[src/rtl/core/swg_pkg.sv]
// Shared constants for the swipe gesture detector: event kinds, gesture codes,
// register indexes, reset values and default sizes. No dependencies.
package swg_pkg;

    localparam int DEPTH_DEF      = 16;
    localparam int COORD_BITS_DEF = 12;

    // Event kinds on the func field.
    localparam logic [1:0] FUNC_DOWN   = 2'd0;
    localparam logic [1:0] FUNC_MOTION = 2'd1;
    localparam logic [1:0] FUNC_UP     = 2'd2;

    // Gesture codes.
    localparam logic [2:0] GEST_NONE  = 3'd0;
    localparam logic [2:0] GEST_RIGHT = 3'd1;
    localparam logic [2:0] GEST_LEFT  = 3'd2;
    localparam logic [2:0] GEST_UP    = 3'd3;
    localparam logic [2:0] GEST_DOWN  = 3'd4;

    // Configuration register indexes and reset values.
    localparam logic       CFG_WINDOW    = 1'b0;
    localparam logic       CFG_MIN_DIST  = 1'b1;
    localparam logic [15:0] WINDOW_RESET = 16'd500;
    localparam logic [11:0] MIN_RESET    = 12'd50;

endpackage

[src/rtl/core/swipe_gesture_detector.sv]
// Swipe gesture detector: point ring, window pruning and swipe search; needs swg_pkg, swg_isqrt.
// Up and unused events go straight to the result; down first appends its point. Motion
// drops the oldest points while older than the window, appends, then for each point searched
// squares and roots the segment and the chord on the one-bit-per-cycle square-root unit.
// One request at a time: in_ready is low from acceptance until the result is taken.
// Reset (rst_n, asynchronous, active low) empties the store and restores the registers.
module swipe_gesture_detector import swg_pkg::*; #(
    parameter int DEPTH      = DEPTH_DEF,
    parameter int COORD_BITS = COORD_BITS_DEF
) (
    input  logic        clk,
    input  logic        rst_n,
    input  logic        cfg_we,
    input  logic        cfg_index,
    input  logic [15:0] cfg_data,
    input  logic        in_valid,
    output logic        in_ready,
    input  logic [1:0]  func,
    input  logic [11:0] x_position,
    input  logic [11:0] y_position,
    input  logic [31:0] timestamp,
    output logic        out_valid,
    input  logic        out_ready,
    output logic [2:0]  gesture_code
);

    localparam int CW   = COORD_BITS;
    localparam int AW   = (DEPTH > 1) ? $clog2(DEPTH) : 1;
    localparam int CNTW = $clog2(DEPTH + 1);
    localparam int QW   = CW + 5;
    localparam int PW   = QW + AW + 1;
    localparam int CMPW = PW + 4;
    localparam int EW   = 2 * CW + 32;
    localparam logic [AW:0] DEPTH_W = (AW + 1)'(DEPTH);

    typedef enum logic [12:0] {
        ST_IDLE       = 13'b0000000000001,
        ST_PRUNE_RD   = 13'b0000000000010,
        ST_PRUNE_CHK  = 13'b0000000000100,
        ST_APPEND     = 13'b0000000001000,
        ST_SRCH_RD    = 13'b0000000010000,
        ST_SEG_MUL    = 13'b0000000100000,
        ST_SEG_START  = 13'b0000001000000,
        ST_SEG_WAIT   = 13'b0000010000000,
        ST_DIST_MUL   = 13'b0000100000000,
        ST_DIST_START = 13'b0001000000000,
        ST_DIST_WAIT  = 13'b0010000000000,
        ST_TEST       = 13'b0100000000000,
        ST_OUT        = 13'b1000000000000
    } state_t;

    function automatic logic [AW-1:0] wrap_add(input logic [AW-1:0] a,
                                               input logic [AW-1:0] b);
        logic [AW:0] s;
        s = {1'b0, a} + {1'b0, b};
        if (s >= DEPTH_W)
            s = s - DEPTH_W;
        return s[AW-1:0];
    endfunction

    state_t          state_reg, state_next;
    logic [CNTW-1:0] count_reg, count_next;
    logic [AW-1:0]   oldest_reg, oldest_next;
    logic [AW-1:0]   idx_reg, idx_next;
    logic [2:0]      code_reg, code_next;
    logic [15:0]     window_reg;
    logic [11:0]     min_reg;

    logic [CW-1:0]   x_reg, x_next, y_reg, y_next;
    logic [31:0]     t_reg, t_next;
    logic [CW-1:0]   prev_x_reg, prev_x_next, prev_y_reg, prev_y_next;
    logic [CW-1:0]   cur_x_reg, cur_x_next, cur_y_reg, cur_y_next;
    logic [2*CW:0]   sq_reg, sq_next;
    logic [PW-1:0]   path_reg, path_next;
    logic [QW-1:0]   dist_reg, dist_next;

    // Point ring memory.
    logic [EW-1:0] ring [DEPTH];
    logic [EW-1:0] rd_reg;
    logic [AW-1:0] rd_addr, wr_addr;
    logic          wr_en;
    logic [CW-1:0] rd_x, rd_y;
    logic [31:0]   rd_t;

    // Shared square-root unit.
    logic            sqrt_start, sqrt_done;
    logic [QW-1:0]   sqrt_root;
    logic [2*QW-1:0] radicand;

    // Squaring datapath and test terms.
    logic [CW-1:0]   a_x, a_y, b_x, b_y, adx, ady;
    logic [2*CW-1:0] sqx, sqy;
    logic [2*CW:0]   sq_sum;
    logic            full;
    logic [AW-1:0]   eff_old, eff_cnt;
    logic [31:0]     age;
    logic [PW-1:0]   d_ext, gap;
    logic [CMPW-1:0] gap10, d_cmp, min_q4;
    logic [CW-1:0]   tdx, tdy;

    assign rd_x = rd_reg[CW-1:0];
    assign rd_y = rd_reg[2*CW-1:CW];
    assign rd_t = rd_reg[EW-1:2*CW];

    always_ff @(posedge clk)
    begin
        if (wr_en)
            ring[wr_addr] <= {t_reg, y_reg, x_reg};
        rd_reg <= ring[rd_addr];
    end

    assign radicand = (2 * QW)'({sq_reg, 8'b0});

    swg_isqrt #(
        .QW (QW)
    ) u_isqrt (
        .clk      (clk),
        .rst_n    (rst_n),
        .start    (sqrt_start),
        .radicand (radicand),
        .done     (sqrt_done),
        .root     (sqrt_root)
    );

    // Squared distance: a segment (read point to previous) or a chord (current to newest).
    always_comb
    begin
        if (state_reg == ST_DIST_MUL)
        begin
            a_x = cur_x_reg;
            a_y = cur_y_reg;
            b_x = x_reg;
            b_y = y_reg;
        end
        else
        begin
            a_x = rd_x;
            a_y = rd_y;
            b_x = prev_x_reg;
            b_y = prev_y_reg;
        end
        adx    = (a_x >= b_x) ? a_x - b_x : b_x - a_x;
        ady    = (a_y >= b_y) ? a_y - b_y : b_y - a_y;
        sqx    = {{CW{1'b0}}, adx} * {{CW{1'b0}}, adx};
        sqy    = {{CW{1'b0}}, ady} * {{CW{1'b0}}, ady};
        sq_sum = {1'b0, sqx} + {1'b0, sqy};
    end

    // Append bookkeeping, age and swipe test terms.
    always_comb
    begin
        full    = (count_reg == CNTW'(DEPTH));
        eff_old = full ? wrap_add(oldest_reg, AW'(1)) : oldest_reg;
        eff_cnt = full ? AW'(DEPTH - 1) : count_reg[AW-1:0];
        age     = t_reg - rd_t;
        d_ext   = PW'(dist_reg);
        gap     = (path_reg > d_ext) ? path_reg - d_ext : d_ext - path_reg;
        gap10   = CMPW'({gap, 3'b0}) + CMPW'({gap, 1'b0});
        d_cmp   = CMPW'(dist_reg);
        min_q4  = CMPW'({min_reg, 4'b0});
        tdx     = (x_reg >= cur_x_reg) ? x_reg - cur_x_reg : cur_x_reg - x_reg;
        tdy     = (y_reg >= cur_y_reg) ? y_reg - cur_y_reg : cur_y_reg - y_reg;
    end

    // Sequencer.
    always_comb
    begin
        state_next  = state_reg;
        count_next  = count_reg;
        oldest_next = oldest_reg;
        idx_next    = idx_reg;
        code_next   = code_reg;
        x_next      = x_reg;
        y_next      = y_reg;
        t_next      = t_reg;
        prev_x_next = prev_x_reg;
        prev_y_next = prev_y_reg;
        cur_x_next  = cur_x_reg;
        cur_y_next  = cur_y_reg;
        sq_next     = sq_reg;
        path_next   = path_reg;
        dist_next   = dist_reg;
        wr_en       = 1'b0;
        wr_addr     = wrap_add(eff_old, eff_cnt);
        rd_addr     = (state_reg == ST_SRCH_RD) ? wrap_add(oldest_reg, idx_reg) : oldest_reg;
        sqrt_start  = 1'b0;

        case (state_reg)
            ST_IDLE:
            begin
                if (in_valid)
                begin
                    x_next    = CW'(x_position);
                    y_next    = CW'(y_position);
                    t_next    = timestamp;
                    code_next = GEST_NONE;
                    case (func)
                        FUNC_DOWN:
                        begin
                            count_next  = '0;
                            oldest_next = '0;
                            state_next  = ST_APPEND;
                        end
                        FUNC_MOTION:
                            state_next = ST_PRUNE_RD;
                        FUNC_UP:
                        begin
                            count_next  = '0;
                            oldest_next = '0;
                            state_next  = ST_OUT;
                        end
                        default:
                            state_next = ST_OUT;
                    endcase
                end
            end
            ST_PRUNE_RD:
                state_next = (count_reg == '0) ? ST_APPEND : ST_PRUNE_CHK;
            ST_PRUNE_CHK:
            begin
                if (age > {16'b0, window_reg})
                begin
                    oldest_next = wrap_add(oldest_reg, AW'(1));
                    count_next  = count_reg - 1'b1;
                    state_next  = ST_PRUNE_RD;
                end
                else
                    state_next = ST_APPEND;
            end
            ST_APPEND:
            begin
                // A down event has just emptied the store, so it never searches.
                wr_en       = 1'b1;
                oldest_next = eff_old;
                count_next  = CNTW'(eff_cnt) + 1'b1;
                prev_x_next = x_reg;
                prev_y_next = y_reg;
                path_next   = '0;
                idx_next    = eff_cnt - 1'b1;
                state_next  = (eff_cnt == '0) ? ST_OUT : ST_SRCH_RD;
            end
            ST_SRCH_RD:
                state_next = ST_SEG_MUL;
            ST_SEG_MUL:
            begin
                cur_x_next = rd_x;
                cur_y_next = rd_y;
                sq_next    = sq_sum;
                state_next = ST_SEG_START;
            end
            ST_SEG_START:
            begin
                sqrt_start = 1'b1;
                state_next = ST_SEG_WAIT;
            end
            ST_SEG_WAIT:
            begin
                if (sqrt_done)
                begin
                    path_next  = path_reg + PW'(sqrt_root);
                    state_next = ST_DIST_MUL;
                end
            end
            ST_DIST_MUL:
            begin
                sq_next    = sq_sum;
                state_next = ST_DIST_START;
            end
            ST_DIST_START:
            begin
                sqrt_start = 1'b1;
                state_next = ST_DIST_WAIT;
            end
            ST_DIST_WAIT:
            begin
                if (sqrt_done)
                begin
                    dist_next  = sqrt_root;
                    state_next = ST_TEST;
                end
            end
            ST_TEST:
            begin
                if (d_cmp > min_q4 && gap10 < d_cmp)
                begin
                    if (tdx > tdy)
                        code_next = (x_reg > cur_x_reg) ? GEST_RIGHT : GEST_LEFT;
                    else
                        code_next = (y_reg > cur_y_reg) ? GEST_UP : GEST_DOWN;
                    count_next  = '0;
                    oldest_next = '0;
                    state_next  = ST_OUT;
                end
                else if (idx_reg == '0)
                    state_next = ST_OUT;
                else
                begin
                    idx_next    = idx_reg - 1'b1;
                    prev_x_next = cur_x_reg;
                    prev_y_next = cur_y_reg;
                    state_next  = ST_SRCH_RD;
                end
            end
            ST_OUT:
            begin
                if (out_ready)
                    state_next = ST_IDLE;
            end
            default:
                state_next = ST_IDLE;
        endcase
    end

    // Control registers.
    always_ff @(posedge clk or negedge rst_n)
    begin
        if (!rst_n)
        begin
            state_reg  <= ST_IDLE;
            count_reg  <= '0;
            oldest_reg <= '0;
            code_reg   <= GEST_NONE;
            window_reg <= WINDOW_RESET;
            min_reg    <= MIN_RESET;
        end
        else
        begin
            state_reg  <= state_next;
            count_reg  <= count_next;
            oldest_reg <= oldest_next;
            code_reg   <= code_next;
            if (cfg_we)
            begin
                case (cfg_index)
                    CFG_WINDOW:   window_reg <= cfg_data;
                    CFG_MIN_DIST: min_reg    <= cfg_data[11:0];
                    default:      window_reg <= window_reg;
                endcase
            end
        end
    end

    // Payload registers.
    always_ff @(posedge clk)
    begin
        idx_reg    <= idx_next;
        x_reg      <= x_next;
        y_reg      <= y_next;
        t_reg      <= t_next;
        prev_x_reg <= prev_x_next;
        prev_y_reg <= prev_y_next;
        cur_x_reg  <= cur_x_next;
        cur_y_reg  <= cur_y_next;
        sq_reg     <= sq_next;
        path_reg   <= path_next;
        dist_reg   <= dist_next;
    end

    assign in_ready     = (state_reg == ST_IDLE);
    assign out_valid    = (state_reg == ST_OUT);
    assign gesture_code = code_reg;

endmodule

[src/rtl/core/swg_isqrt.sv]
// Iterative integer square root, one result bit per cycle.
// Stand-alone; used by swipe_gesture_detector.
module swg_isqrt #(
    parameter int QW = 17
) (
    input  logic            clk,
    input  logic            rst_n,
    input  logic            start,
    input  logic [2*QW-1:0] radicand,
    output logic            done,
    output logic [QW-1:0]   root
);

    localparam int CNTW = $clog2(QW + 1);

    logic [2*QW-1:0] rad_reg;
    logic [QW:0]     rem_reg;
    logic [QW-1:0]   root_reg;
    logic [CNTW-1:0] cnt_reg;
    logic            busy_reg;
    logic            done_reg;

    logic [QW+2:0] rem_sh;
    logic [QW+2:0] trial;
    logic [QW+2:0] rem_sub;
    logic          take;

    // One restoring step: bring down two radicand bits and try the next root bit.
    always_comb
    begin
        rem_sh  = {rem_reg, rad_reg[2*QW-1 -: 2]};
        trial   = {1'b0, root_reg, 2'b01};
        take    = (rem_sh >= trial);
        rem_sub = rem_sh - trial;
    end

    // Control state of the iteration.
    always_ff @(posedge clk or negedge rst_n)
    begin
        if (!rst_n)
        begin
            busy_reg <= 1'b0;
            done_reg <= 1'b0;
            cnt_reg  <= '0;
        end
        else
        begin
            done_reg <= 1'b0;
            if (start)
            begin
                busy_reg <= 1'b1;
                cnt_reg  <= CNTW'(QW);
            end
            else if (busy_reg)
            begin
                cnt_reg <= cnt_reg - 1'b1;
                if (cnt_reg == CNTW'(1))
                begin
                    busy_reg <= 1'b0;
                    done_reg <= 1'b1;
                end
            end
        end
    end

    // Datapath of the iteration.
    always_ff @(posedge clk)
    begin
        if (start)
        begin
            rad_reg  <= radicand;
            rem_reg  <= '0;
            root_reg <= '0;
        end
        else if (busy_reg)
        begin
            rad_reg  <= {rad_reg[2*QW-3:0], 2'b00};
            rem_reg  <= take ? rem_sub[QW:0] : rem_sh[QW:0];
            root_reg <= {root_reg[QW-2:0], take};
        end
    end

    assign done = done_reg;
    assign root = root_reg;

endmodule

[config.mk]
export PLATFORM = sky130hd
export DESIGN_NAME = swipe_gesture_detector
export DESIGN_NICKNAME = d
export VERILOG_FILES = /design/src/rtl/core/swg_pkg.sv /design/src/rtl/core/swipe_gesture_detector.sv /design/src/rtl/core/swg_isqrt.sv
export SDC_FILE = /design/constraint.sdc
export NUM_CORES = 2
export LEC_CHECK = 0
export ABC_AREA = 1
export ABC_CLOCK_PERIOD_IN_PS = 8600
export BUFFER_PORTS_ARGS = -buffer_cell sky130_fd_sc_hd__buf_4
export CORE_UTILIZATION = 35
export DETAILED_ROUTE_END_ITERATION = 16
export GPL_TIMING_DRIVEN = 0
export PLACE_DENSITY = 0.47
export SLEW_MARGIN = 0
export SYNTH_ARGS = -nofsm -noshare
export SYNTH_HDL_FRONTEND = slang
export SYNTH_HIERARCHICAL = 1
export SYNTH_SLANG_ARGS = --single-unit
[constraint.sdc]
create_clock -name clk -period 8.6 [get_ports clk]
set_input_delay 0.86 -clock clk [delete_from_list [all_inputs] [get_ports clk]]
set_output_delay 0.86 -clock clk [all_outputs]
set_load 0.01 [all_outputs]
==> run_results.csv <==
group,metric,value,unit
critical_path,crit_fanout,8,
detailed_routing,ant_nets,0,
grt,antenna_found_initial,11,
timing,drv_slew,0,
logic_synthesis,postSynthCellCount,7322,
logic_synthesis,synthArstFlopShare,4.79,%
floorplan,die_h,452,um
timing,setup_violations,11,
cells_and_area,nNetsFinal,8448,
logic_synthesis,synth_area,70900,um2
critical_path,start_kind,"register",
logic_synthesis,synth_warnings,6,
floorplan,die_x,452,um
timing,rsz0062_at_grt,"yes",
cells_and_area,synthToLayoutAreaGrowth,18.5,%
critical_path,rr_startpoint,"state_reg[11]",
timing,fin_ws,-0.275,ns
floorplan,coreArea,200000,um2
detailed_routing,drc,0,
critical_path,worstSetupPathType,"reg2reg",
timing,fmax,0.113,GHz
floorplan,start_util,35.4,%
cells_and_area,largest_register_ffs,896,
floorplan,fp.dieArea,204000,um2
place,dpl.hpwl,159000,um
critical_path,end_kind,"register",
timing,fin_crit_sh,103,%
critical_path,cp_slowest_cell,"fa_1",
outcome,status,"finished with violations",
clock_tree,path_clk_slew,0.06,ns
logic_synthesis,postSynthAreaPerCell,9.68,um2
cells_and_area,fill_cells,19600,
clock_tree,clock_sinks,1253,
grt,grt_pass1_vias,51000,
grt,grt_pass1_wl,319000,um
detailed_routing,drt-total-wl,212000,um
logic_synthesis,ys_seq_elements,1253,
clock_tree,cts_buffers,146,
detailed_routing,drt_iter0_drc,3784,
critical_path,worst_path_most_repeated_cell,"inv_2",
logic_synthesis,synth_ff_type,"edfxtp_1",
critical_path,rr_endpoint,"sq_reg[24]",
place,place.gp.congestion,0.888,
outcome,violations,"negative setup slack",
critical_path,ff2ff_path_depth,43,
timing,worst_clock_skew,0.0380,ns
logic_synthesis,ys_seq_area_share,51.4,%
critical_path,max_stage_delay,0.56,ns
logic_synthesis,ys_types,66,
detailed_routing,dr.pass1.iters,8,
clock_tree,cts_tree,"built",
clock_tree,htree_levels,4,
floorplan,rows,164,
detailed_routing,vias,51600,
clock_tree,cts_buffer_depth,3,
timing,min_period,8.88,ns
grt,grt_max_degree,61,
timing,relSlewSlack,13.1,%
place,port_buffers,84,
critical_path,arrival,9.39,ns
timing,tightest_slew,1.30,ns
min_path,hold_path.class,"in2async",
cells_and_area,drive_gt1_share,13.8,%
logic_synthesis,synth_edf_count,1102,
floorplan,ios,85,
grt,grt.total_usage,20.6,%
place,dp.cells,10100,
critical_path,reg2reg_slack,-0.28,ns
clock_tree,cts_root_buf,"clkbuf_16",
grt,overflow,0,
cells_and_area,instances_no_fill,10500,
detailed_routing,vias_per_cell,4.90,
detailed_routing,wl_per_cell,20.1,um
clock_tree,worstSkewPairLatency,0.80,ns
timing,hold_violations,0,
run,maxCapViolCount,0,
critical_path,cp.required,9.11,ns
## cell usage in the layout (no fill, tap or decap), types with 96 or more instances in the layout
master and instances:
ha_1 347, clkbuf_16 154, inv_1 1337, buf_4 215, o211ai_1 230, o21ai_0 335
clkbuf_1 96, buf_2 121, a21oi_1 457, edfxtp_1 1102, xor2_1 103, nand3_1 472
nand2_1 1298, fa_1 203, nor2_1 289
## layout make-up
type / count / area [um2] / area share (%)
sequential: 1253 / 36400 / 43.4
multi-input combinational: 4416 / 29800 / 35.5
inverter: 1417 / 5410 / 6.44
clock buffer: 194 / 3980 / 4.74
tap: 2656 / 3320 / 3.96
timing repair buffer: 293 / 2990 / 3.56
buffer: 238 / 1390 / 1.66
clock inverter: 67 / 627 / 0.746
antenna: 3 / 7.51 / 0.00894
## critical path: cells and delay by family, from the launching register on
family,cells,cell delay [ns]
adder cells (fa/ha/maj),9,4.18
AND/OR/NAND/NOR,13,1.61
buffers and inverters,14,1.41
AO/OA/AOI/OAI,5,0.69
flip-flops,1,0.40
XOR/XNOR,2,0.25
## per-stage QoR
| stage | cell area (um2) | setup TNS (ns) | hold WS [ns] | utilization [%] | setup slack (ns) |
|---|---|---|---|---|---|
| final | 84000 | -2.15 | 0.165 | 41.9 | -0.275 |
| after global routing | 84000 | -6.83 | 0.199 | 41.9 | -0.654 |
| after CTS | 83100 | -1.94 | 0.164 | 41.5 | -0.357 |
| after detailed placement | 75900 | -38.06 | 0.419 | 37.8 | -2.65 |
| after global placement | 75000 | -37.96 | 0.421 | 37.4 | -2.65 |
| after floorplan | 71000 | 0 | 0.409 | - | 0.0161 |
## worst max-delay path by stage
stage / slack (ns) / from / cells past startpoint / to
finish: -0.28 / state_reg[11] / 43 / sq_reg[24]
global route: -0.65 / state_reg[4] / 44 / sq_reg[21]
CTS: -0.36 / state_reg[10] / 44 / sq_reg[21]
detailed placement: -2.65 / state_reg[4] / 41 / sq_reg[21]
global placement: -2.65 / state_reg[10] / 41 / sq_reg[21]
floorplan: 0.02 / state_reg[2] / 41 / sq_reg[21]
## cells by family (layout without fill, tap and decap cells)
group	count (synthesis)	in the layout	synth area share, %
XOR/XNOR	149	149	1.85
other	1	12	0.00529
adder cells (fa/ha/maj)	603	603	13.0
flip-flops	1253	1253	51.4
multiplexers	5	5	0.0706
AO/OA/AOI/OAI	1312	1312	10.6
AND/OR/NAND/NOR	2338	2338	13.9
buffers and inverters	1661	2209	9.23
## per-layer routing
metal  track usage (%)  vias to the layer above  wire (um)
met4              6.49                        0       6500
met5                 0                        -          0
met1              28.4                    25000      97400
met3              3.01                      280       9240
li1                  -                    25300          -
met2              33.4                     1046      98900
## synth_stat cells, types with 17 or more instances
cell type,number,area [um2]
inv_1,1388,5210
nand2_1,1351,5070
edfxtp_1,1102,33100
a21oi_1,508,2540
nand3_1,484,2420
ha_1,385,4820
o21ai_0,380,1900
nor2_1,343,1290
o211ai_1,230,1730
fa_1,218,4360
buf_2,131,656
xor2_1,108,946
dfxtp_1,91,1820
clkbuf_1,68,255
o21ai_1,63,315
dfrtp_1,50,1250
xnor2_1,40,350
nor3_1,37,185
nand4_1,36,225
o22ai_1,23,144
inv_2,22,82.6
buf_1,21,78.8
o21bai_1,17,128
## timing repair
| item | CTS | global route |
|---|---|---|
| pin swaps | 143 | 107 |
| gates resized for setup | 419 | 136 |
| hold buffers | 0 | 0 |
| cloned | 3 | 1 |
| setup endpoints to repair | 20 | 17 |
| buffers inserted | 125 | 44 |
Power is left out: the tool's default activity adds up to more than one toggle a clock period on the data nets, which glitch-free logic cannot reach.
